## src/sv/fsc_pkg.sv

```systemverilog
package fsc_pkg;

    // Lane layout of one plane word: nx, ny, nz, d from the top down
    localparam int LANE_W       = 16;
    localparam int LANES        = 4;
    localparam int PLANE_SLOTS  = 6;
    localparam int CFG_INDEX_W  = 3;
    localparam int CFG_DATA_W   = LANE_W * LANES;
    localparam int FIELD_W      = 16;
    localparam int FRAC_BITS    = 8;

    localparam int NUM_PLANES_DEF = 6;
    localparam int COEF_WIDTH_DEF = 16;

    typedef enum logic [1:0] {
        VERDICT_OUTSIDE   = 2'd0,
        VERDICT_INTERSECT = 2'd1,
        VERDICT_INSIDE    = 2'd2
    } verdict_t;

    typedef struct packed {
        logic     valid;
        verdict_t verdict;
    } result_t;

endpackage

```

## src/sv/fsc_plane_dist.sv

```systemverilog
module fsc_plane_dist #(
    parameter int COEF_WIDTH = fsc_pkg::COEF_WIDTH_DEF,
    parameter int DIST_W     = COEF_WIDTH + fsc_pkg::FIELD_W + 2
) (
    input  logic                                 clk,
    input  logic [4*COEF_WIDTH-1:0]              plane,
    input  logic signed [fsc_pkg::FIELD_W-1:0]   cx,
    input  logic signed [fsc_pkg::FIELD_W-1:0]   cy,
    input  logic signed [fsc_pkg::FIELD_W-1:0]   cz,
    output logic signed [DIST_W-1:0]             distance
);
    import fsc_pkg::*;

    localparam int PROD_W = COEF_WIDTH + FIELD_W;

    logic signed [COEF_WIDTH-1:0] nx, ny, nz, dc;
    logic signed [PROD_W-1:0]     px_next, py_next, pz_next;
    logic signed [PROD_W-1:0]     px_reg, py_reg, pz_reg;
    logic signed [COEF_WIDTH-1:0] d_reg;
    logic signed [DIST_W-1:0]     dist_next, dist_reg;

    assign nx = $signed(plane[4*COEF_WIDTH-1:3*COEF_WIDTH]);
    assign ny = $signed(plane[3*COEF_WIDTH-1:2*COEF_WIDTH]);
    assign nz = $signed(plane[2*COEF_WIDTH-1:COEF_WIDTH]);
    assign dc = $signed(plane[COEF_WIDTH-1:0]);

    assign px_next = PROD_W'(nx) * PROD_W'(cx);
    assign py_next = PROD_W'(ny) * PROD_W'(cy);
    assign pz_next = PROD_W'(nz) * PROD_W'(cz);

    // Add the three products and d moved up to Q16.16
    assign dist_next = DIST_W'(px_reg) + DIST_W'(py_reg) + DIST_W'(pz_reg)
                     + DIST_W'($signed({d_reg, {FRAC_BITS{1'b0}}}));

    always_ff @(posedge clk)
    begin
        px_reg   <= px_next;
        py_reg   <= py_next;
        pz_reg   <= pz_next;
        d_reg    <= dc;
        dist_reg <= dist_next;
    end

    assign distance = dist_reg;

endmodule

```

## config.mk

```make
export PLATFORM = sky130hd
export DESIGN_NAME = fsc_plane_dist
export DESIGN_NICKNAME = d
export VERILOG_FILES = /design/src/sv/fsc_pkg.sv /design/src/sv/fsc_plane_dist.sv
export SDC_FILE = /design/constraint.sdc
export NUM_CORES = 2
export LEC_CHECK = 0
export ABC_AREA = 1
export BUFFER_PORTS_ARGS = -buffer_cell sky130_fd_sc_hd__buf_2
export CORE_MARGIN = 5
export CORE_UTILIZATION = 40
export CTS_CLUSTER_DIAMETER = 100
export DETAILED_ROUTE_END_ITERATION = 12
export GPL_TIMING_DRIVEN = 0
export SYNTH_ARGS = -nofsm -noshare
export SYNTH_HDL_FRONTEND = slang
export SYNTH_SLANG_ARGS = --single-unit
```

## constraint.sdc

```tcl
create_clock -name clk -period 9.76 [get_ports clk]
set_input_delay 1.952 -clock clk [delete_from_list [all_inputs] [get_ports clk]]
set_output_delay 1.952 -clock clk [all_outputs]
set_load 0.05 [all_outputs]
```

After elaboration in Yosys (flattened, before gate mapping)
Cells that the tools add are included.

Output and inout bits: 34. Input port bits: 113. Word-level logic and storage cells: 11. Flip-flop bits (word level): 146.

Multiply operators: 3. Add/subtract/negate cells: 3.

Operator list (count): multiplier 16 x 16 -> 32 bit (3); adder 33 x 32 -> 34 bit (1); adder 34 x 24 -> 34 bit (1); adder 32 x 32 -> 33 bit (1).

Depth between registers and ports, before layout
Depth in word-level cells: 3. Mapped depth: 27. Gate-level depth less buffers: 25.

Worst setup path after synthesis
OpenSTA, ideal clock, no wires.

Kind: input to register. Start: input cy[5] (netlist bit). End: register py_reg[31]. Buffers on the path: 2. Arrival: 6.941 ns. Library setup time: 0.112 ns. Stages on the path: 23. Setup slack: 2.707 ns. Data required time: 9.648 ns. Cells stage by stage: clkbuf_1 > clkbuf_1 > nand2_1 > fa_1 > inv_1 > fa_1 > fa_1 > fa_1 > fa_1 > inv_1 > fa_1 > inv_1 > ha_1 > nand2_2 > inv_2 > nand2_1 > nor3_1 > and2_1 > nand2_1 > inv_1 > nor2_1 > nand2_1 > nand2_1.

Cells in the longest elaborated chain, start to end: 1.

RTL lines: start: declaration (line fsc_plane_dist.sv:8) `input logic signed [fsc_pkg::FIELD_W-1:0] cy,`; multiplier 16 x 16 -> 32 bit (line fsc_plane_dist.sv:28) `assign py_next = PROD_W'(ny) * PROD_W'(cy);`; named net py_next[31] (line fsc_plane_dist.sv:17) `logic signed [PROD_W-1:0] px_next, py_next, pz_next;`; end signal: assignment (line fsc_plane_dist.sv:38) `py_reg <= py_next;`; end: declaration (line fsc_plane_dist.sv:18) `logic signed [PROD_W-1:0] px_reg, py_reg, pz_reg;`.

The timed path passes the listed nets, and every way through them passes these cells.

Worst setup path in the final report
Start: input cy[5] (netlist bit). End: register py_reg[30].

The elaborated chain is that of the path after synthesis.

==> impl_metrics.toml <==
[die]
start_util_pct = 40.2
dieArea_sq_um = 103000
rows = 114
coreArea_sq_um = 96400
die_x_um = 321
io_pins = 147
die_y_um = 321

[cts]
cts_root_buffer = "clkbuf_16"
numCtsBuffers = 17
htreeDepth = 4
cts_hold_buf = 0
path_clk_slew_ns = 0.06
cts_resized = 0
post-cts-setup-buffers = 0
cts_tree = "yes"
cts_sinks = 146
clk_latency_ns = 0.42
cts.path.max_buffers = 2

[sta]
clock.fmax_ghz = 0.125
final_max_slew_viol_count = 0
fin_tns_setup_ns = 0
worst_pin_slew_ns = 0.918
hold_viol = 0
period_minus_slack_ns = 8.02
min_period_over_period_pct = 82.1
rsz0062_at_grt = "no"
clock_skew_ns = 0.0113
finalSetupViolCount = 0
slew_headroom_pct = 38.8

[cells_and_area]
largest_register_ffs = 34
antennaDiodeCount = 0
nets = 6357
final_cell_mix = "1492 x inv_1, 1383 x nand2_1, 844 x fa_1"
drive_above_1_share_pct = 3.72
layout_commonest_cell = "inv_1"
layout-area-overhead-vs-synth_pct = 6.63
stdcell_count = 6404

[global_route]
gr-total-overflow = 0
grt_pass1_wl_um = 172000
grt_pass1_vias = 31102
track_usage_pct = 21.2
grt_antenna_before_repair = 3
grt_start_max_net_pins = 17

[worst_setup_path]
reg2reg_depth = 9
worst-setup-path-type = "in2reg"
r2r_slack_ns = 6.43
required_ns = 10.08
worstSetupEndpointType = "register"
arrival_ns = 8.33
r2r-start = "d_reg[15]"
cp_max_fo = 10
cp-start-kind = "primary input"
r2r-end = "distance[26]"

[yosys]
synthTopCellsByArea = "fa_1 44%, inv_1 14%, nand2_1 13%"
synthDistinctLibCells = 32
syn_inst = 5028
syn-num-nets = 6269
ys_ff_latch = 146
yosysTopAreaCell = "fa_1"
syn-mean-instance-area_sq_um = 7.70
yosysWarnings = 0
post-synth-top-area-fraction_pct = 43.6
syn_area_sq_um = 38700
seq_area_frac_synth_pct = 7.55

[detailed_routing]
routedWlPerCell_um = 16.8
final_antenna_net_count = 0
drt_wl_total_um = 107000
drc = 0
drt_iter0_drc = 2048
first_pass_iters = 6
viasPerCell = 4.73
via_count = 30302

[placed_design]
place_congestion = 0.946
post-dp-hpwl_um = 95000
portBuffers = 69
dp.cells = 6373

[status]
status = "complete, no violations"

[hold_path]
min-delay-start = "py_reg[0]"
holdPathStages = 3
hp-class = "reg2reg"
min_delay_worst_endpoint = "distance[0]"

[run]
max_cap_violations = 0
## synthesized netlist by cell type, drive strengths merged
master  count
inv      1507
nand2    1406
fa        844
ha        284
nor2      187
clkbuf    171
dfxtp     146
nand3     127
a21oi     107
xor2       65
nand4      42
nor3       36
o21ai      35
o21bai     24
or2        13
xnor2      13
and2        6
nand3b      6
o21a        3
buf         2
a21boi      1
a21o        1
and3        1
clkinv      1
## through the flow
| step | hold WS, ns | instance area [sq um] | worst slack (ns) | util, % |
|---|---|---|---|---|
| floorplan | 0.549 | 38700 | 2.71 | - |
| global placement | 0.583 | 40700 | 1.39 | 42.2 |
| finish | 0.585 | 41300 | 1.74 | 42.8 |
| detailed placement | 0.594 | 40700 | 1.39 | 42.2 |
| CTS | 0.597 | 41300 | 1.83 | 42.8 |
| global route | 0.625 | 41300 | 1.52 | 42.8 |
## area by class of cell
class | instances | area, sq um
Timing Repair Buffer | 69 | 345
Multi-Input combinational cell | 3201 | 29500
Sequential cell | 146 | 2920
Clock buffer | 19 | 453
Fill cell | 9983 | 55100
Inverter | 1508 | 5660
Tap cell | 1276 | 1600
Clock inverter | 12 | 173
Buffer | 173 | 649
## layer usage
metal	vias up	track usage, %	part of all wire (%)
li1	14386	-	-
met1	14876	30.5	45
met4	0	4.73	2.4
met3	131	4.04	7.9
met5	-	0	0
met2	909	33.5	45
## worst max-delay path, cell delays in order
cell and delay, ns:
clkbuf_1 0.43, clkbuf_1 0.75, nand2_1 0.26, fa_1 0.58
inv_1 0.07, fa_1 0.86, fa_1 0.54, fa_1 0.50
fa_1 0.49, inv_1 0.05, fa_1 0.47, inv_1 0.04
ha_1 0.40, nand2_2 0.11, inv_1 0.06, nand2_1 0.09
nor3_1 0.24, and2_1 0.17, nand2_1 0.09, nand3_1 0.10
nand2_1 0.06
## how the worst max path moves through the flow
stage	from	endpoint	slack (ns)	cells after the start
after floorplan	cy[5]	py_reg[31]	2.71	23
after global placement	cy[5]	py_reg[30]	1.39	19
after detailed placement	cy[5]	py_reg[30]	1.39	19
after CTS	cy[5]	py_reg[30]	1.83	19
after global routing	cy[5]	py_reg[29]	1.52	20
final	cy[5]	py_reg[30]	1.74	21
## kinds of logic after synthesis
| family | count (synthesis) | synth area share (%) |
|---|---|---|
| and+or+nand+nor | 1824 | 19.1 |
| DFF | 146 | 7.55 |
| adders and majority gates | 1128 | 52.8 |
| xor gates and xnor gates | 78 | 1.76 |
| AOI/OAI and AO/OA | 171 | 2.44 |
| buffers and inverters | 1681 | 16.3 |
Power is left out: the tool's default activity adds up to more than one toggle a clock period on the data nets, which glitch-free logic cannot reach.
