## src/sv/fsc_pkg.sv

```systemverilog
package fsc_pkg;

    // Lane layout of one plane word: nx, ny, nz, d from the top down
    localparam int LANE_W       = 16;
    localparam int LANES        = 4;
    localparam int PLANE_SLOTS  = 6;
    localparam int CFG_INDEX_W  = 3;
    localparam int CFG_DATA_W   = LANE_W * LANES;
    localparam int FIELD_W      = 16;
    localparam int FRAC_BITS    = 8;

    localparam int NUM_PLANES_DEF = 6;
    localparam int COEF_WIDTH_DEF = 16;

    typedef enum logic [1:0] {
        VERDICT_OUTSIDE   = 2'd0,
        VERDICT_INTERSECT = 2'd1,
        VERDICT_INSIDE    = 2'd2
    } verdict_t;

    typedef struct packed {
        logic     valid;
        verdict_t verdict;
    } result_t;

endpackage

```

## src/sv/fsc_classify.sv

```systemverilog
module fsc_classify #(
    parameter int NUM_PLANES = fsc_pkg::NUM_PLANES_DEF,
    parameter int DIST_W     = fsc_pkg::COEF_WIDTH_DEF + fsc_pkg::FIELD_W + 2
) (
    input  logic                                clk,
    input  logic                                rst_n,
    input  logic                                in_valid,
    input  logic [NUM_PLANES-1:0][DIST_W-1:0]   dists,
    input  logic [fsc_pkg::FIELD_W-1:0]         radius,
    output fsc_pkg::result_t                    result
);
    import fsc_pkg::*;

    logic signed [DIST_W-1:0] rad_pos, rad_neg;
    logic [NUM_PLANES-1:0]    out_next, str_next;
    logic [NUM_PLANES-1:0]    out_reg, str_reg;
    logic                     flag_valid_reg;
    result_t                  result_next, result_reg;

    assign rad_pos = $signed(DIST_W'({radius, {FRAC_BITS{1'b0}}}));
    assign rad_neg = -rad_pos;

    always_comb
    begin
        for (int i = 0; i < NUM_PLANES; i++)
        begin
            out_next[i] = $signed(dists[i]) < rad_neg;
            str_next[i] = ($signed(dists[i]) > rad_neg) && ($signed(dists[i]) < rad_pos);
        end
    end

    // Outside on any plane wins over straddling
    always_comb
    begin
        result_next.valid = flag_valid_reg;
        if (|out_reg)
        begin
            result_next.verdict = VERDICT_OUTSIDE;
        end
        else if (|str_reg)
        begin
            result_next.verdict = VERDICT_INTERSECT;
        end
        else
        begin
            result_next.verdict = VERDICT_INSIDE;
        end
    end

    always_ff @(posedge clk)
    begin
        out_reg <= out_next;
        str_reg <= str_next;
    end

    always_ff @(posedge clk or negedge rst_n)
    begin
        if (!rst_n)
        begin
            flag_valid_reg <= 1'b0;
            result_reg     <= '{valid: 1'b0, verdict: VERDICT_OUTSIDE};
        end
        else
        begin
            flag_valid_reg <= in_valid;
            result_reg     <= result_next;
        end
    end

    assign result = result_reg;

endmodule

```

## config.mk

```make
export PLATFORM = sky130hd
export DESIGN_NAME = fsc_classify
export DESIGN_NICKNAME = d
export VERILOG_FILES = /design/src/sv/fsc_pkg.sv /design/src/sv/fsc_classify.sv
export SDC_FILE = /design/constraint.sdc
export NUM_CORES = 1
export LEC_CHECK = 0
export ABC_AREA = 1
export BUFFER_PORTS_ARGS = -buffer_cell sky130_fd_sc_hd__clkbuf_2
export CAP_MARGIN = 0
export CELL_PAD_IN_SITES_DETAIL_PLACEMENT = 1
export CELL_PAD_IN_SITES_GLOBAL_PLACEMENT = 1
export CORE_UTILIZATION = 34
export CTS_CLUSTER_SIZE = 10
export DETAILED_ROUTE_END_ITERATION = 10
export HOLD_SLACK_MARGIN = 0.02
export PLACE_DENSITY_LB_ADDON = 0.1
export SETUP_SLACK_MARGIN = 0.02
export SKIP_LAST_GASP = 1
export SLEW_MARGIN = 20
export SYNTH_ARGS = -nofsm -noshare
export SYNTH_HDL_FRONTEND = slang
export SYNTH_SLANG_ARGS = --single-unit
```

## constraint.sdc

```tcl
create_clock -name clk -period 0.8 [get_ports clk]
set_input_delay 0.12 -clock clk [delete_from_list [all_inputs] [get_ports clk]]
set_output_delay 0.12 -clock clk [all_outputs]
set_load 0.1 [all_outputs]
```

; Yosys cells after proc, flatten, opt, wreduce, memory -nomap -nowiden
; Cells that the tools add are included.
[word_totals]
inputBits = 223
mem_count = 0
mem_bits_ro = 0
out_inout_bits = 3
register_bits = 16
latch_bits = 0
elab_cells = 34
ramBits = 0
[op_classes]
order_cmp = 18
shift = 0
n_bitwise = 0
div_mod_pow = 0
mux = 2
n_mul = 0
reduce_logical = 8
n_eq_ne = 0
n_addsub = 1
[op_table]
columns = operator, n
row1 = greater-than comparator 34 bit, 6
row2 = less-than comparator 34 x 25 -> 1 bit, 6
row3 = less-than comparator 34 bit, 6
row4 = negator 24 -> 34 bit, 1
row5 = OR reduction 6 bit, 2
row6 = logical AND 1 bit, 6
row7 = 2-to-1 mux 2 bit, 2

; Depth between registers and ports, before layout
; Gate-level depths: netlist of the first run.
[logic_depth]
ltp_word = 3
depth_mapped = 21
ltp_nobuf = 21

; Worst setup path after synthesis of the first run
; No wires, ideal clock.
[synth_path]
path_kind = input to register
startpoint = in radius[1] (netlist name)
endpoint = reg str_reg[3]
setup_ns = 0.111
cell_stages = 17
t_arrival_ns = 2.920
path_buffers = 0
setup_slack_ns = -2.230
t_required_ns = 0.689
cell_sequence = inv_1 -> ha_1 -> inv_2 -> nor2_1 -> nand2_2 -> nor3_1 -> nand4_1 -> nor3_1 -> ha_1 -> nand2_1 -> or4_1 -> nor3_1 -> nand3_1 -> nand3_1 -> nand2_1 -> nand2_1 -> nor2_1
[synth_via]
elab_chain_len = 3
word_cells_on_any_way = 4
classes_between = add/sub (1) / order compare (2) / reduce/logical (1)
[synth_rtl]
columns = item, line
row1 = from (decl), fsc_classify.sv:9  ; input logic [fsc_pkg::FIELD_W-1:0] radius,
row2 = negator 24 -> 34 bit, fsc_classify.sv:21  ; assign rad_neg = -rad_pos;
row3 = greater-than comparator 34 bit, fsc_classify.sv:28  ; str_next[i] = ($signed(dists[i]) > rad_neg) && ($signed(dists[i]) < rad_pos);
row4 = logical AND 1 bit *, fsc_classify.sv:28
row5 = via str_next[3], fsc_classify.sv:15  ; logic [NUM_PLANES-1:0] out_next, str_next;
row6 = to (signal assigned), fsc_classify.sv:53  ; str_reg <= str_next;
row7 = to (decl), fsc_classify.sv:16  ; logic [NUM_PLANES-1:0] out_reg, str_reg;
; Mark *: on every way through the listed nets, which the timed path passes. The rest lies on a longest branch.

; Worst setup path in the final report of the first run
[layout_path]
startpoint = in radius[0] (netlist name)
endpoint = reg str_reg[4]
; The elaborated chain is that of the path after synthesis.

==> impl_metrics.csv, run 1 <==
group,metric,value,unit
timing,tightest_slew,513,ps
timing,drv_slew,0,
global_routing,grt_use_total,0.293,
synthesis,synth_top_family_by_area,"adder cells",
critical_path,startpoint_type,"input port",
detailed_routing,ant_nets,0,
timing,finalCriticalPeriod,2680,ps
clock_tree,clk_pin_slew_worst_paths,60,ps
cells_and_area,finalInstanceArea,11200,µm²
global_routing,grt.overflow.total,0,
placement,hpwl,26000,µm
global_routing,antenna_found_initial,2,
global_routing,grt_pass1_wl,49100,µm
critical_path,cp.required,960,ps
clock_tree,cts_tree,"yes",
cells_and_area,final_common_cell,"buf_4",
synthesis,synthTopCellsByArea,"ha_1, nand2_1, a21oi_1, inv_1, nor2_1",
global_routing,grt_pass1_vias,9933,
synthesis,yosysWarnings,0,
cells_and_area,regArea,345,µm²
timing,slew_headroom,0.656,
clock_tree,htreeDepth,1,
power,power_leakage,6.34,nW
cells_and_area,layout_common_cells,"buf_4, ha_1, clkbuf_2, nand2_1, a21oi_1",
synthesis,ys_seq_area_frac,0.0489,
clock_tree,insertion_delay,260,ps
synthesis,synth_seq_cells,16,
synthesis,netlist_instances,996,
timing,hold_ws,190,ps
critical_path,crit_arrival,2830,ps
cells_and_area,nFillCells,2629,
clock_tree,cts.path.max_buffers,2,
synthesis,syn_area_per_cell,6.99,µm²
synthesis,syn_area,6960,µm²
cells_and_area,fin_nets,1954,
critical_path,worstReg2RegEnd,"result[1]$_DFF_PN0_",
floorplan,core-area,19800,µm²
clock_tree,numCtsBuffers,3,
detailed_routing,viasPerCell,5.28,
floorplan,die_h,145,µm
floorplan,initial_core_util,0.352,
timing,fin_crit_sh,3.35,
synthesis,yosys.area_share.simple,0.304,
cells_and_area,syn2layout_area_growth,60.6,%
synthesis,synth-xor-area-share,0.00881,
global_routing,grt_start_max_net_pins,15,
timing,skew,2.51,ps
detailed_routing,vias,9273,
synthesis,synth_fa_ha_area_frac,0.433,
timing,grt_setup_unrepaired,"true",
floorplan,die_area,21100,µm²
cells_and_area,multi_input_area,6720,µm²
cells_and_area,final_layout_size_suffix_gt1_frac,0.412,
placement,gp_congestion,0.948,
power,power_density,624,nW/µm²
synthesis,syn_nets,1460,
timing,final-setup-viol-count,17,
synthesis,yosys_most_used_dff,"dfxtp_1",
critical_path,worstRegToRegCells,5,
floorplan,row_count,51,
synthesis,synth_top_cell_by_area,"ha_1",
synthesis,synth-compound-area-share,0.150,
placement,placed_cell_area,10300,µm²
clock_tree,cts-root-buf,"clkbuf_16",
critical_path,cp-end-kind,"flop",
synthesis,synth_cell_type_count,42,
timing,setup_ws,-1880,ps
run,max_cap_viol_count,0,
timing,max_freq,0.373,GHz
synthesis,synth_edf_count,0,
detailed_routing,post_drt_wl_per_cell,18.2,µm
critical_path,critical_path_class,"input port to flop",
floorplan,ios,226,
placement,port_buffers,225,
status,status,"finished, violations left",
critical_path,r2r_start,"str_reg[0]$_DFF_P_",
clock_tree,numClockSinks,16,
timing,tns,-22660,ps
floorplan,die_x,145,µm
critical_path,reg2reg_setup_slack,-110,ps
detailed_routing,drc,0,
synthesis,yosys.area.top_type_share,0.433,
synthesis,synth.area.mux_share,0,
power,ir_drop,0.000595,V
detailed_routing,wl,32000,µm
status,violations,"setup timing",
detailed_routing,drtIter0Drc,252,
synthesis,async_flop_share,0.250,
min_path,hp-class,"input port to async pin",
timing,finalHoldViolations,0,
critical_path,cp_max_fo,6,
detailed_routing,dr.pass1.iters,4,
==> metrics by stage <==
step	instances	util	setup slack (ps)	power, mW
final	1756	0.565	-1880	6.98
after global routing	1756	0.565	-2040	7.62
after CTS	1746	0.551	-1760	6.79
after detailed placement	1719	0.523	-2170	5.49
after global placement	1719	0.523	-2100	5.27
after floorplan	996	-	-1780	2.97
==> synth_stat cells, types with 2 or more instances <==
library cell and instances:
nor2_2 5, nand3b_1 5, o211ai_1 6, nand4_1 19, a31oi_1 9, inv_1 92, o31ai_1 5, nor3_1 27
nand3_1 44, nor2_4 5, nand3_2 6, a211oi_1 3, dfxtp_1 12, ha_1 241, a21o_1 7, inv_2 7
nand2_2 7, dfrtp_1 4, o21bai_1 4, or4_1 4, or2_2 2, nor2_1 87, a21oi_1 98, nor4_1 25
o21ai_0 34, xor2_1 7, a21boi_0 3, a21boi_1 2, o2111ai_1 6, nand2_4 5, nand2_1 204
==> power breakdown <==
part | total, mW | internal [mW] | leakage (nW) | switching [mW]
registers | 0.858 | 0.840 | 0.148 | 0.0177
logic | 4.95 | 2.32 | 6.15 | 2.64
clock network | 1.17 | 0.764 | 0.0442 | 0.405
total | 6.98 | 3.92 | 6.34 | 3.06
==> worst max-delay path, stage by stage <==
cell        delay (ps)
buf_8              100
clkinvlp_4         110
buf_6              130
nand3_4            110
nor2_8             140
nand2_4             60
buf_8              140
nor2_4             130
a31oi_1            130
or2_4              340
ha_4               280
nand4_1             90
inv_1               90
nand2_1             60
nor2_1             100
nand3_1            120
nor3_4             260
nand4_1            170
o21ai_1            110
a21oi_1             50
==> layout make-up <==
class | instances | area share
Antenna cell | 2 | 0.000448
Clock buffer | 4 | 0.00795
Inverter | 99 | 0.0341
Multi-Input combinational cell | 880 | 0.601
Sequential cell | 16 | 0.0309
Tap cell | 265 | 0.0297
Timing Repair Buffer | 490 | 0.295
==> what timing repair did <==
item	CTS	global route
setup endpoints to repair	17	17
setup buffers	21	11
hold buffers	2	0
pin swaps	26	45
gates resized for setup	63	49
hold endpoints to repair	5	0
cloned	0	0
==> how the worst max path moves through the flow <==
stage,startpoint,end,slack [ps],depth (start not counted)
3_5_place_dp,radius[0],str_reg[2]$_DFF_P_,-2170,21
5_1_grt,radius[0],out_reg[4]$_DFF_P_,-2040,23
2_1_floorplan,radius[0],str_reg[2]$_DFF_P_,-1780,19
6_report,radius[0],str_reg[4]$_DFF_P_,-1880,20
3_3_place_gp,radius[0],str_reg[4]$_DFF_P_,-2100,21
4_1_cts,radius[0],str_reg[3]$_DFF_P_,-1760,19
==> kinds of logic after synthesis <==
| family | Yosys count |
|---|---|
| buffers and inverters | 100 |
| DFF | 16 |
| xor gates and xnor gates | 7 |
| adders and majority gates | 241 |
| AOI/OAI and AO/OA | 182 |
| and+or+nand+nor | 450 |
==> routing by layer <==
| layer | track usage | vias up | share of wire |
|---|---|---|---|
| met3 | 0.0343 | 75 | 0.040 |
| met5 | 0 | - | 0 |
| met1 | 0.352 | 4408 | 0.43 |
| met4 | 0.106 | 0 | 0.035 |
| li1 | - | 4544 | - |
| met2 | 0.531 | 246 | 0.49 |
Note: power is estimated with default switching activity, not from simulation.
==> inputs of run 2 (changes only) <==
--- a/config.mk
+++ b/config.mk
@@ -15,8 +15,7 @@
 export DETAILED_ROUTE_END_ITERATION = 10
 export HOLD_SLACK_MARGIN = 0.02
 export PLACE_DENSITY_LB_ADDON = 0.1
-export SETUP_SLACK_MARGIN = 0.02
-export SKIP_LAST_GASP = 1
+export SETUP_SLACK_MARGIN = 0.2
 export SLEW_MARGIN = 20
 export SYNTH_ARGS = -nofsm -noshare
 export SYNTH_HDL_FRONTEND = slang
==> impl_metrics.csv, run 2 (synthesis results as in run 1) <==
group,metric,value,unit
placement,placed_cell_area,10400,µm²
cells_and_area,layout_common_cells,"buf_4, ha_1, clkbuf_2, nand2_1, a21oi_1",
floorplan,core-area,19800,µm²
timing,grt_setup_unrepaired,"true",
timing,fin_crit_sh,3.50,
clock_tree,numCtsBuffers,3,
floorplan,row_count,51,
timing,final-setup-viol-count,17,
power,combPwrFrac,0.712,
detailed_routing,dr.pass1.iters,6,
status,violations,"hold timing, setup timing",
power,switching_share,0.437,
power,power_leakage,6.34,nW
min_path,worstHoldStart,"in_valid",
detailed_routing,vias,9407,
global_routing,grt_pass1_wl,48300,µm
critical_path,critPathLaunch,"radius[0]",
cells_and_area,nFillCells,2642,
global_routing,grt_start_max_net_pins,11,
placement,post-place-ws,-2120,ps
detailed_routing,post_drt_wl_per_cell,18.7,µm
power,p_switching,3.06,mW
floorplan,ios,226,
timing,skew,4.31,ps
critical_path,cp.required,990,ps
timing,tightest_slew,485,ps
floorplan,initial_core_util,0.352,
critical_path,startpoint_type,"input port",
clock_tree,numClockSinks,16,
status,status,"finished, violations left",
clock_tree,clk_pin_slew_worst_paths,60,ps
min_path,hp-class,"input port to flop",
cells_and_area,fin_nets,1960,
detailed_routing,ant_nets,0,
critical_path,critical_path_class,"input port to flop",
critical_path,crit_arrival,2990,ps
global_routing,grt_use_total,0.286,
critical_path,r2r_start,"out_reg[2]$_DFF_P_",
cells_and_area,finalInstanceArea,11200,µm²
detailed_routing,wl,33000,µm
timing,drv_slew,0,
global_routing,antenna_found_initial,1,
placement,hpwl,26600,µm
cells_and_area,final_common_cell,"buf_4",
clock_tree,insertion_delay,260,ps
power,seqPwrFrac,0.124,
power,total_power,7.01,mW
floorplan,die_area,21100,µm²
critical_path,cp-end-kind,"flop",
clock_tree,cts.path.max_buffers,2,
global_routing,grt.overflow.total,0,
placement,gp_congestion,0.869,
timing,finalCriticalPeriod,2800,ps
detailed_routing,drc,0,
critical_path,cp_max_fo,3,
timing,slew_headroom,0.668,
floorplan,die_x,145,µm
detailed_routing,drtIter0Drc,244,
timing,finalHoldViolations,1,
run,max_cap_viol_count,0,
clock_tree,cts_tree,"yes",
placement,port_buffers,225,
detailed_routing,viasPerCell,5.34,
clock_tree,htreeDepth,1,
power,p_int,3.95,mW
global_routing,grt_pass1_vias,9973,
floorplan,die_h,145,µm
power,power_density,627,nW/µm²
power,p_clk_frac,0.164,
clock_tree,cts-root-buf,"clkbuf_16",
cells_and_area,syn2layout_area_growth,60.7,%
timing,hold_ws,-31.1,ps
timing,setup_ws,-2000,ps
cells_and_area,fin_util,0.566,
timing,max_freq,0.357,GHz
cells_and_area,final_layout_size_suffix_gt1_frac,0.417,
power,ir_drop,0.000694,V
clock_tree,postCtsHoldBufs,1,
[run 2: layer usage]
layer / vias to the layer above / part of all wire / global-route usage
met1: 4480 / 0.42 / 0.344
met4: 0 / 0.037 / 0.0932
met2: 287 / 0.50 / 0.526
li1: 4559 / - / -
met3: 81 / 0.044 / 0.0311
met5: - / 0 / 0
[run 2: through the flow]
stage / instances / setup TNS, ps
floorplan: 996 / -19780
finish: 1761 / -22950
global placement: 1732 / -23330
global route: 1761 / -24930
detailed placement: 1732 / -24680
CTS: 1749 / -20750
[run 2: final timing paths]
kind | end | slack (ps) | cells after the start
max | str_reg[5]$_DFF_P_ | -2000 | 23
min | flag_valid_reg$_DFF_PN0_ | -30 | 1
max reg2reg | result[0]$_DFF_PN0_ | -190 | 3
min reg2reg | result[2]$_DFF_PN0_ | 360 | 0
max in group asynchronous | result[1]$_DFF_PN0_ | 450 | 2
min in group asynchronous | result[0]$_DFF_PN0_ | 210 | 2
[run 2: timing repair]
item	4_1_cts	5_1_grt
gates resized for setup	49	62
hold endpoints to repair	5	1
gates cloned	0	0
setup endpoints to repair	17	17
pin swaps	22	27
buffers inserted	12	11
[run 2: layout make-up]
cell class              count  area, µm²  area share
multi-input cells         880       6690       0.598
inverters                  99        382      0.0341
flip-flops and latches     16        355      0.0318
well taps                 265        332      0.0296
repair buffers            496       3340       0.298
clock buffers               4       88.8     0.00794
diodes                      1       2.50    0.000224
[run 2: critical path, stage by stage]
cell,delay (ps)
buf_8,100
clkinvlp_4,90
ha_4,160
inv_4,40
nor2_4,80
nand2_2,70
nor3_4,180
nand4_1,170
buf_6,180
nor3_4,240
buf_4,180
buf_6,110
buf_4,110
ha_4,190
nand2_2,50
nor3_2,50
inv_2,110
a21oi_2,60
nor4_2,260
nand3_1,140
nand2_1,70
nand2_1,70
nor2_1,140
[run 2: power by group through the flow]
| stage | sequential, mW | clock (mW) | combinational (mW) |
|---|---|---|---|
| 5_1_grt | 0.870 | 1.19 | 5.53 |
| 4_1_cts | 0.863 | 1.13 | 4.80 |
| 3_3_place_gp | 0.874 | 0 | 4.43 |
| 2_1_floorplan | 0.889 | 0 | 2.08 |
| 6_report | 0.867 | 1.15 | 4.99 |
| 3_5_place_dp | 0.875 | 0 | 4.67 |
