### config.mk
export PLATFORM = sky130hd
export DESIGN_NAME = fsc_plane_regs
export DESIGN_NICKNAME = d
export VERILOG_FILES = /design/src/sv/fsc_pkg.sv /design/src/sv/fsc_plane_regs.sv
export SDC_FILE = /design/constraint.sdc
export NUM_CORES = 1
export LEC_CHECK = 0
export BUFFER_PORTS_ARGS = -buffer_cell sky130_fd_sc_hd__buf_4
export CORE_MARGIN = 10
export CORE_UTILIZATION = 56
export CTS_CLUSTER_SIZE = 14
export DETAILED_ROUTE_END_ITERATION = 10
export GPL_TIMING_DRIVEN = 0
export PLACE_DENSITY = 0.89
export SLEW_MARGIN = 20
export SYNTH_ARGS = -nofsm -noshare
export SYNTH_HDL_FRONTEND = slang
export SYNTH_SLANG_ARGS = --single-unit
### constraint.sdc
create_clock -name clk -period 1.7 [get_ports clk]
set_clock_uncertainty 0.2 [all_clocks]
set_input_delay 0 -clock clk [delete_from_list [all_inputs] [get_ports clk]]
set_output_delay 0 -clock clk [all_outputs]
set_load 0.01 [all_outputs]
### src/sv/fsc_pkg.sv
package fsc_pkg;

    // Lane layout of one plane word: nx, ny, nz, d from the top down
    localparam int LANE_W       = 16;
    localparam int LANES        = 4;
    localparam int PLANE_SLOTS  = 6;
    localparam int CFG_INDEX_W  = 3;
    localparam int CFG_DATA_W   = LANE_W * LANES;
    localparam int FIELD_W      = 16;
    localparam int FRAC_BITS    = 8;

    localparam int NUM_PLANES_DEF = 6;
    localparam int COEF_WIDTH_DEF = 16;

    typedef enum logic [1:0] {
        VERDICT_OUTSIDE   = 2'd0,
        VERDICT_INTERSECT = 2'd1,
        VERDICT_INSIDE    = 2'd2
    } verdict_t;

    typedef struct packed {
        logic     valid;
        verdict_t verdict;
    } result_t;

endpackage

### src/sv/fsc_plane_regs.sv
module fsc_plane_regs #(
    parameter int NUM_PLANES = fsc_pkg::NUM_PLANES_DEF,
    parameter int COEF_WIDTH = fsc_pkg::COEF_WIDTH_DEF
) (
    input  logic                                       clk,
    input  logic                                       rst_n,
    input  logic                                       wr_en,
    input  logic [fsc_pkg::CFG_INDEX_W-1:0]            wr_index,
    input  logic [fsc_pkg::CFG_DATA_W-1:0]             wr_data,
    output logic [NUM_PLANES-1:0][4*COEF_WIDTH-1:0]    planes
);
    import fsc_pkg::*;

    logic [NUM_PLANES-1:0][4*COEF_WIDTH-1:0] plane_reg;
    logic [NUM_PLANES-1:0][4*COEF_WIDTH-1:0] plane_next;
    logic [4*COEF_WIDTH-1:0]                 packed_word;

    // Keep only the low COEF_WIDTH bits of each 16-bit lane
    always_comb
    begin
        for (int k = 0; k < LANES; k++)
        begin
            packed_word[k*COEF_WIDTH +: COEF_WIDTH] = wr_data[k*LANE_W +: COEF_WIDTH];
        end
    end

    always_comb
    begin
        plane_next = plane_reg;
        for (int i = 0; i < NUM_PLANES; i++)
        begin
            if (wr_en && (wr_index == CFG_INDEX_W'(i)))
            begin
                plane_next[i] = packed_word;
            end
        end
    end

    always_ff @(posedge clk or negedge rst_n)
    begin
        if (!rst_n)
        begin
            plane_reg <= '0;
        end
        else
        begin
            plane_reg <= plane_next;
        end
    end

    assign planes = plane_reg;

endmodule

# ---- Word-level counts from Yosys, hierarchy flattened
# Index checks and enable logic that the tools add are counted.
dict set report totals {
  reg_bits 384
  out_inout_bits 384
  word_cells 18
}
dict set report op_classes {
  n_eq_ne 5
  reduce_logical 7
}
# operator count
set op_table {}
lappend op_table {{3-bit by 2-bit == test with 1-bit output, second input constant} 2}
lappend op_table {{3-bit == test, second input constant} 2}
lappend op_table {{1-bit logical AND} 6}
lappend op_table {{3-bit by 1-bit == test with 1-bit output, second input constant} 1}
lappend op_table {{3-bit zero test} 1}

# ---- Logic depth before layout (Yosys ltp)
# Gate-level depths: netlist of run 1.
dict set report logic_depth {
  ltp_word 2
  depth_mapped 4
}

# ---- Least setup slack after synthesis of run 1
# No wires, ideal clock.
dict set report synth_timing {
  path_type {input to register}
  start {in wr_index[0] (netlist bit)}
  end {reg plane_reg (netlist bit planes[10])}
  setup_time_ns 0.125
  arrival_time_ns 0.951
  path_slack_ns 0.424
  path_stages 4
  path_buffers 2
  cell_sequence {nor4b_2 > buf_6 > buf_12 > mux2_2}
}
dict set report synth_via {
  elab_chain_len 2
}
# element line
set synth_rtl {}
lappend synth_rtl {{start: declaration} fsc_plane_regs.sv:8} ;# input logic [fsc_pkg::CFG_INDEX_W-1:0] wr_index,
lappend synth_rtl {{3-bit zero test} fsc_plane_regs.sv:32} ;# if (wr_en && (wr_index == CFG_INDEX_W'(i)))
lappend synth_rtl {{1-bit logical AND} fsc_plane_regs.sv:32}
lappend synth_rtl {{end signal: assignment} fsc_plane_regs.sv:47} ;# plane_reg <= plane_next;
lappend synth_rtl {{end: declaration} fsc_plane_regs.sv:14} ;# logic [NUM_PLANES-1:0][4*COEF_WIDTH-1:0] plane_reg;
# Every way passes these cells.
# A chain may end at the register's enable or synchronous reset.

# ---- Worst setup path in the final report of run 1
dict set report layout_timing {
  start {in wr_index[0] (netlist bit)}
  end {reg plane_reg (netlist bit planes[2])}
}
# The elaborated chain is that of the path after synthesis.

==> impl_metrics.yaml, run 1 <==
detailed_routing:
  vias: 9754
  drt-total-wl_um: 50300
  post_drt_wl_per_cell_um: 28.6
  avgViaCountPerCell: 5.54
  drc: 0
  drt-pass1-iter-count: 4
  ant_nets: 0
  drtIter0Drc: 643
global_routing:
  grt_overflow: 0
  antenna_found_initial: 0
  grt_pass1_vias: 11000
  grt_max_degree: 101
  grt_pass1_wl_um: 74300
  grtUsageTotal_pct: 28.7
timing:
  tightest_slew_ns: 0.523
  hold_viol: 91
  min_period_ns: 1.67
  period_share_pct: 98.0
  slew_viol_final: 0
  rsz0062_at_grt: "no"
  relSlewSlack_pct: 65.1
  setup_violations: 0
  setup_ws_ns: 0.0338
  max_clock_freq_ghz: 0.600
  fin_hold_ws_ns: -0.180
  fin_setup_tns_ns: 0
critical_path:
  cp-start-kind: "input pin"
  crit_slowest_cell: "dlygate4sd3_1"
  cp.required_ns: 1.89
  arrival_ns: 1.86
  worstPathCellList: "dlygate4sd3_1 > buf_4 > nor4b_2 > clkbuf_8 > buf_12 > mux2_2"
  end_kind: "flip-flop"
  crit_path_max_fanout: 10
  worstSetupPathType: "input pin to flip-flop"
  critPathMaxStageDelay_ns: 0.57
run_status:
  violations: "negative hold slack"
  outcome: "finished with violations"
yosys:
  synthDistinctLibCells: 10
  ys_seq_area_share_pct: 62.6
  synth_fp_nets: 886
  syn_inst: 816
  synth.avg_cell_area_um2: 18.8
  synthesis.area_um2: 15300
  synth-seq-cells: 384
  ys_warn_count: 0
finish:
  layout-drive-gt1-share_pct: 67.0
  fillers: 1304
  fin_util_pct: 79.5
  layout_common_cells: "buf_4, dfrtp_1, mux2_2, mux2_4, dlygate4sd3_1"
  fin_nets: 1464
  layout_commonest_cell: "buf_4"
  n_antenna_cell: 0
  largest_reg_flops: 384
  area_growth_pct: 39.6
  design_area_um2: 21400
die:
  initial_core_util_pct: 56.9
  core-area_um2: 27000
  dieArea_um2: 34400
  rows: 60
  die_h_um: 186
  die_x_um: 186
  ios: 454
clocking:
  clkTransAtPathRegs_ns: 0.06
  clockBufferDepth: 3
  htreeDepth: 2
  cts-buffers-inserted: 40
  numClockSinks: 384
  clkLatencyLatePin_ns: 0.50
  root_buffer: "clkbuf_16"
  cts_tree: "done"
power_and_ir_drop:
  ir_drop_mv: 1.08
  powerDensity_nw_per_um2: 1380
  leakagePower_nw: 10.3
  clockPowerShare_pct: 29.0
  swShare_pct: 29.1
  switchingPower_mw: 8.63
  seqPwrFrac_pct: 42.4
  combPwrFrac_pct: 28.6
  p_int_mw: 21.0
place:
  detailedPlace.worstSlack_ns: 0.0236
  gp_congestion: 0.794
  portBuffers: 453
  detailed_place_hpwl_um: 31800
  placed_cell_area_um2: 19300
min_path:
  min_path_type: "input pin to asynchronous set/reset pin"
run:
  drv_cap: 0
==> stage by stage <==
| step | instances | power [mW] |
|---|---|---|
| 6_report | 1761 | 29.7 |
| 5_1_grt | 1761 | 30.7 |
| 4_1_cts | 1758 | 29.5 |
| 3_5_place_dp | 1614 | 20.6 |
| 3_3_place_gp | 1610 | 20.3 |
| 2_1_floorplan | 816 | 15.8 |
==> cell usage after synthesis (all sizes together) <==
cell | n | area share (%)
nand4b | 2 | 0.11
buf | 42 | 4.1
nor4b | 1 | 0.098
dfrtp | 384 | 63
and4bb | 3 | 0.24
mux2 | 384 | 33
==> final timing paths <==
path,from,endpoint,slack (ns),depth (start not counted)
worst max-delay path,wr_index[0],planes[2],0.03,6
worst min-delay path,rst_n,planes[141],-0.18,8
worst max register to register,planes[0],planes[0],0.62,1
worst min register to register,planes[227],planes[227],0.31,1
max in group asynchronous,rst_n,planes[236],0.28,10
min in group clk,wr_data[55],planes[119],0.12,3
==> power groups by stage <==
stage          logic, mW  registers (mW)  clock network, mW
6_report            8.47            12.6               8.60
3_5_place_dp        8.15            12.5                  0
4_1_cts             8.41            12.5               8.59
3_3_place_gp        7.89            12.4                  0
5_1_grt             8.88            12.8               9.04
2_1_floorplan       2.51            13.3                  0
==> kinds of logic after synthesis <==
kind of cell | synth area share, %
and+or+nand+nor | 0.457
buffers and inverters | 4.08
DFF | 62.6
muxes | 32.8
==> final cells by class <==
cell class / instances / area [µm²] / share of cell area (%)
plain buffers: 42 / 633 / 2.96
clock buffers: 59 / 1160 / 5.43
clock inverters: 9 / 95.1 / 0.444
multi-input cells: 390 / 5110 / 23.8
flip-flops and latches: 384 / 9610 / 44.9
well taps: 341 / 427 / 1.99
repair buffers: 536 / 4380 / 20.5
==> critical path: cells and delay by family <==
kind	cells	cell delay, ns
multiplexers	1	0.37
AND/OR/NAND/NOR	1	0.28
buffers and inverters	4	1.20
==> routing by layer <==
layer / wire length, µm / global-route usage [%] / part of all wire, %
met5: 0 / 0 / 0
met4: 1520 / 9.17 / 3.0
met3: 4640 / 9.01 / 9.2
met2: 25800 / 50.6 / 51
met1: 18400 / 32.3 / 36
==> timing repair <==
item	CTS	global route
setup endpoints to repair	0	79
buffers inserted	0	2
gates resized for setup	0	3
hold buffers	76	1
hold endpoints to repair	510	93
Power figures use the tool's default switching activity.
==> run 2: changes to the inputs <==
--- a/config.mk
+++ b/config.mk
@@ -7,11 +7,11 @@
 export LEC_CHECK = 0
 export BUFFER_PORTS_ARGS = -buffer_cell sky130_fd_sc_hd__buf_4
 export CORE_MARGIN = 10
-export CORE_UTILIZATION = 56
+export CORE_UTILIZATION = 52
 export CTS_CLUSTER_SIZE = 14
 export DETAILED_ROUTE_END_ITERATION = 10
 export GPL_TIMING_DRIVEN = 0
-export PLACE_DENSITY = 0.89
+export PLACE_DENSITY = 0.83
 export SLEW_MARGIN = 20
 export SYNTH_ARGS = -nofsm -noshare
 export SYNTH_HDL_FRONTEND = slang
==> constraint.sdc (replaced) <==
create_clock -name clk -period 1.9 [get_ports clk]
set_clock_uncertainty 0.2 [all_clocks]
set_input_delay 0 -clock clk [delete_from_list [all_inputs] [get_ports clk]]
set_output_delay 0 -clock clk [all_outputs]
set_load 0.01 [all_outputs]
==> run 2 against run 1 <==
The run now ends clean. Count of clock-buffer cells in the layout up 1. Combinational power fell by 13%. Cell count grew 1.8%. Critical path depth shrank 2. Critical endpoint is now planes[63]. Largest power group unchanged. Highest routed layer unchanged.
==> impl_metrics.yaml, run 2 (synthesis results as in run 1) <==
clocking:
  clkLatencyLatePin_ns: 0.51
  root_buffer: "clkbuf_16"
  numClockSinks: 384
  htreeDepth: 2
  clockBufferDepth: 3
  clkTransAtPathRegs_ns: 0.06
  cts_tree: "done"
  cts-buffers-inserted: 40
detailed_routing:
  met1Wirelength_um: 17600
  routed-wl-met2_um: 22400
  post_drt_wl_per_cell_um: 25.6
  drtIter0Drc: 379
  vias: 9435
  wl_met3_um: 4260
  avgViaCountPerCell: 5.26
  ant_nets: 0
  drt-total-wl_um: 45800
  drc: 0
  highest_layer: "met4"
  drt-pass1-iter-count: 6
global_routing:
  grt_pass1_wl_um: 68800
  grtUsageTotal_pct: 24.4
  antenna_found_initial: 0
  grt_max_degree: 101
  grt_pass1_vias: 10500
  grt_overflow: 0
timing:
  slew_viol_final: 0
  fin_hold_ws_ns: 0.111
  rsz0062_at_grt: "no"
  setup_ws_ns: 0.137
  relSlewSlack_pct: 62.9
  hold_viol: 0
  tightest_slew_ns: 0.554
  min_period_ns: 1.76
  period_share_pct: 92.8
  setup_violations: 0
  max_clock_freq_ghz: 0.567
place:
  detailedPlace.worstSlack_ns: 0.315
  detailed_place_hpwl_um: 31100
  gp_congestion: 0.773
  placedCellCount: 1657
  portBuffers: 453
die:
  dieArea_um2: 36800
  initial_core_util_pct: 53.0
  rows: 62
  ios: 454
  die_x_um: 192
  die_h_um: 192
  core-area_um2: 28900
critical_path:
  worstSetupPathType: "input pin to asynchronous set/reset pin"
  cp.required_ns: 2.31
  cp_num_buf_inv: 4
  cp-start-kind: "input pin"
  critPathMaxStageDelay_ns: 0.91
  worstPathCellList: "dlygate4sd3_1 > dlygate4sd3_1 > buf_8 > dlygate4sd3_1"
  crit_path_max_fanout: 13
  path_common_cell: "dlygate4sd3_1"
  arrival_ns: 2.17
  cp_top_family: "buffers and inverters"
  end_kind: "asynchronous set/reset pin"
  crit_slowest_cell: "dlygate4sd3_1"
finish:
  layout_commonest_cell: "buf_4"
  area_growth_pct: 39.1
  layout_common_cells: "buf_4, dfrtp_1, mux2_2, mux2_4, dlygate4sd3_1"
  largest_reg_flops: 384
  layout-drive-gt1-share_pct: 66.6
  fin_util_pct: 73.7
  layoutNonFillerInstCount: 1793
  fin_nets: 1457
  n_antenna_cell: 0
power_and_ir_drop:
  swShare_pct: 27.9
  clockPowerShare_pct: 29.1
  combPwrFrac_pct: 28.2
  leakagePower_nw: 10.2
  powerDensity_nw_per_um2: 1220
  p_int_mw: 18.8
  seqPwrFrac_pct: 42.7
  ir_drop_mv: 0.895
  total_power_mw: 26.1
  switchingPower_mw: 7.28
run_status:
  outcome: "complete, no violations"
min_path:
  min_path_type: "input pin to flip-flop"
run:
  drv_cap: 0
run 2: layer usage:
layer	vias to the layer above	GRT usage [%]
li1	4026	-
met1	4915	29.3
met2	407	40.5
met3	87	8.11
met4	0	7.99
met5	-	0
run 2: cell type report:
type	count	area (µm²)
sequential	384	9610
fill	1676	7600
multi-input combinational	390	5110
timing repair buffer	529	4250
clock buffer	60	1190
buffer	42	626
tap	384	480
clock inverter	4	72.6
run 2: worst min-delay path, stage by stage:
cell and delay [ns]:
dlygate4sd3_1 0.53, buf_4 0.13, mux2_4 0.13
run 2: path summary, 6_finish.rpt:
check | from | to | slack (ns) | cells after the start
max | rst_n | planes[63] | 0.14 | 4
min | wr_data[56] | planes[184] | 0.11 | 3
max reg2reg | planes[104] | planes[104] | 0.88 | 1
min reg2reg | planes[204] | planes[204] | 0.30 | 1
max in group clk | wr_index[0] | planes[39] | 0.25 | 6
min in group asynchronous | rst_n | planes[91] | 0.45 | 4
run 2: stage by stage:
step | area, µm² | setup TNS, ns
detailed placement | 19300 | 0
global placement | 19200 | -1119.29
global route | 21300 | 0
floorplan | 15300 | 0
CTS | 21300 | 0
finish | 21300 | 0
run 2: power by group through the flow:
stage               Clock (mW)  Sequential [mW]  Combinational (mW)
floorplan                    0             11.9                2.25
global placement             0             11.1                7.08
detailed placement           0             11.2                7.25
CTS                       7.74             11.1                7.41
global route              8.08             11.4                7.77
finish                    7.59             11.2                7.36
run 2: what timing repair did:
action / CTS / global route
gates resized for setup: 0 / 0
buffers inserted: 0 / 0
hold buffers: 71 / 0
setup endpoints to repair: 0 / 27
hold endpoints to repair: 768 / 0
==> run 3: changes to the inputs <==
--- a/config.mk
+++ b/config.mk
@@ -11,7 +11,7 @@
 export CTS_CLUSTER_SIZE = 14
 export DETAILED_ROUTE_END_ITERATION = 10
 export GPL_TIMING_DRIVEN = 0
-export PLACE_DENSITY = 0.83
+export PLACE_DENSITY = 0.8
 export SLEW_MARGIN = 20
 export SYNTH_ARGS = -nofsm -noshare
 export SYNTH_HDL_FRONTEND = slang
==> run 3 against run 2 <==
Sequential share of layout area about the same. Via count fell by 1.1%. Non-clock buffer count is 3 lower. The flow now finishes with violations (negative hold slack). Critical path type is now input pin to flip-flop. Count of clock-buffer cells in the layout shrank 2. Clock power increased by 4.1%. Setup slack better by 0.12 ns. Register-to-register slack about the same. Final area hardly changed.
==> impl_metrics.yaml, run 3 (synthesis results as in run 1) <==
power_and_ir_drop:
  p_int_mw: 19.1
  clockPowerShare_pct: 29.9
  combPwrFrac_pct: 27.9
  ir_drop_mv: 0.814
  swShare_pct: 27.7
  total_power_mw: 26.4
  switchingPower_mw: 7.31
  seqPwrFrac_pct: 42.1
  leakagePower_nw: 10.3
  powerDensity_nw_per_um2: 1230
clocking:
  hold_buffers: 69
  clkLatencyLatePin_ns: 0.51
  cts_setup_buffers: 0
  clockBufferDepth: 3
  numClockSinks: 384
  clkTransAtPathRegs_ns: 0.06
  root_buffer: "clkbuf_16"
  cts_resized: 0
  cts_tree: "done"
  cts-buffers-inserted: 40
  htreeDepth: 2
detailed_routing:
  drt-total-wl_um: 44900
  drt-pass1-iter-count: 4
  vias: 9331
  post_drt_wl_per_cell_um: 25.0
  drtIter0Drc: 357
  avgViaCountPerCell: 5.20
  ant_nets: 0
  drc: 0
timing:
  relSlewSlack_pct: 64.3
  fin_setup_tns_ns: 0
  slew_viol_final: 0
  period_share_pct: 86.5
  setup_ws_ns: 0.256
  max_clock_freq_ghz: 0.608
  setup_violations: 0
  fin_hold_ws_ns: -0.182
  min_period_ns: 1.64
  tightest_slew_ns: 0.536
  hold_viol: 52
  rsz0062_at_grt: "no"
die:
  die_x_um: 192
  dieArea_um2: 36800
  ios: 454
  rows: 62
  die_h_um: 192
  core-area_um2: 28900
  initial_core_util_pct: 53.0
critical_path:
  cp-start-kind: "input pin"
  r2r-start: "planes[114]"
  arrival_ns: 1.84
  worstSetupPathType: "input pin to flip-flop"
  cp.required_ns: 2.09
  end_kind: "flip-flop"
  crit_path_max_fanout: 10
  r2r_cells: 1
  timing.rr.end: "planes[114]"
  reg2reg_slack_ns: 0.88
run:
  drv_cap: 0
min_path:
  min_path_type: "input pin to asynchronous set/reset pin"
finish:
  area_growth_pct: 39.2
  layout-drive-gt1-share_pct: 66.9
  fin_nets: 1454
  n_antenna_cell: 0
  fillers: 1707
  layout_common_cells: "buf_4, dfrtp_1, mux2_2, mux2_4, dlygate4sd3_1"
  layout_commonest_cell: "buf_4"
  largest_reg_flops: 384
place:
  detailed_place_hpwl_um: 31400
  gp_congestion: 0.792
  detailedPlace.worstSlack_ns: 0.310
  portBuffers: 453
global_routing:
  grt_overflow: 0
  antenna_found_initial: 0
  grt_pass1_wl_um: 66600
  grt_pass1_vias: 10300
  grtUsageTotal_pct: 23.8
  grt_max_degree: 103
run_status:
  outcome: "finished with violations"
  violations: "negative hold slack"
[run 3: power by group through the flow]
stage	combinational [mW]	clock [mW]	sequential (mW)
2_1_floorplan	2.25	0	11.9
3_3_place_gp	7.14	0	11.1
3_5_place_dp	7.31	0	11.2
4_1_cts	7.46	8.03	11.1
5_1_grt	7.78	8.37	11.3
6_report	7.37	7.90	11.1
[run 3: worst max path at each step]
stage,from,end,slack [ns],cells after the start
finish,wr_index[0],planes[35],0.26,6
global route,wr_index[0],planes[16],0.22,6
CTS,wr_index[0],planes[35],0.28,6
detailed placement,wr_index[0],planes[20],0.31,5
global placement,rst_n,planes[135],-3.00,1
floorplan,wr_index[0],planes[10],0.62,4
[run 3: metrics by stage]
stage / instance area (µm²) / instances / util (%)
floorplan: 15300 / 816 / -
global placement: 19200 / 1653 / 66.4
detailed placement: 19300 / 1657 / 66.8
CTS: 21400 / 1796 / 73.8
global route: 21400 / 1796 / 73.8
finish: 21400 / 1796 / 73.8
[run 3: routing by layer]
| layer | vias to the layer above | GRT usage [%] | share of wire (%) |
|---|---|---|---|
| met2 | 367 | 39.7 | 48 |
| met5 | - | 0 | 0 |
| met3 | 76 | 9.30 | 10 |
| met4 | 0 | 8.29 | 3.4 |
| li1 | 4033 | - | - |
| met1 | 4855 | 27.4 | 38 |
[run 3: critical path: stages]
cell and delay, ns:
dlygate4sd3_1 0.56, buf_4 0.16, nor4b_2 0.30, buf_6 0.27, buf_12 0.18, mux2_2 0.35
[run 3: final cells by class]
type	count	area (µm²)	area share, %
buffer	42	626	2.93
clock inverter	12	166	0.779
timing repair buffer	526	4210	19.7
sequential	384	9610	45.0
multi-input combinational	390	5110	23.9
tap	384	480	2.25
clock buffer	58	1160	5.43
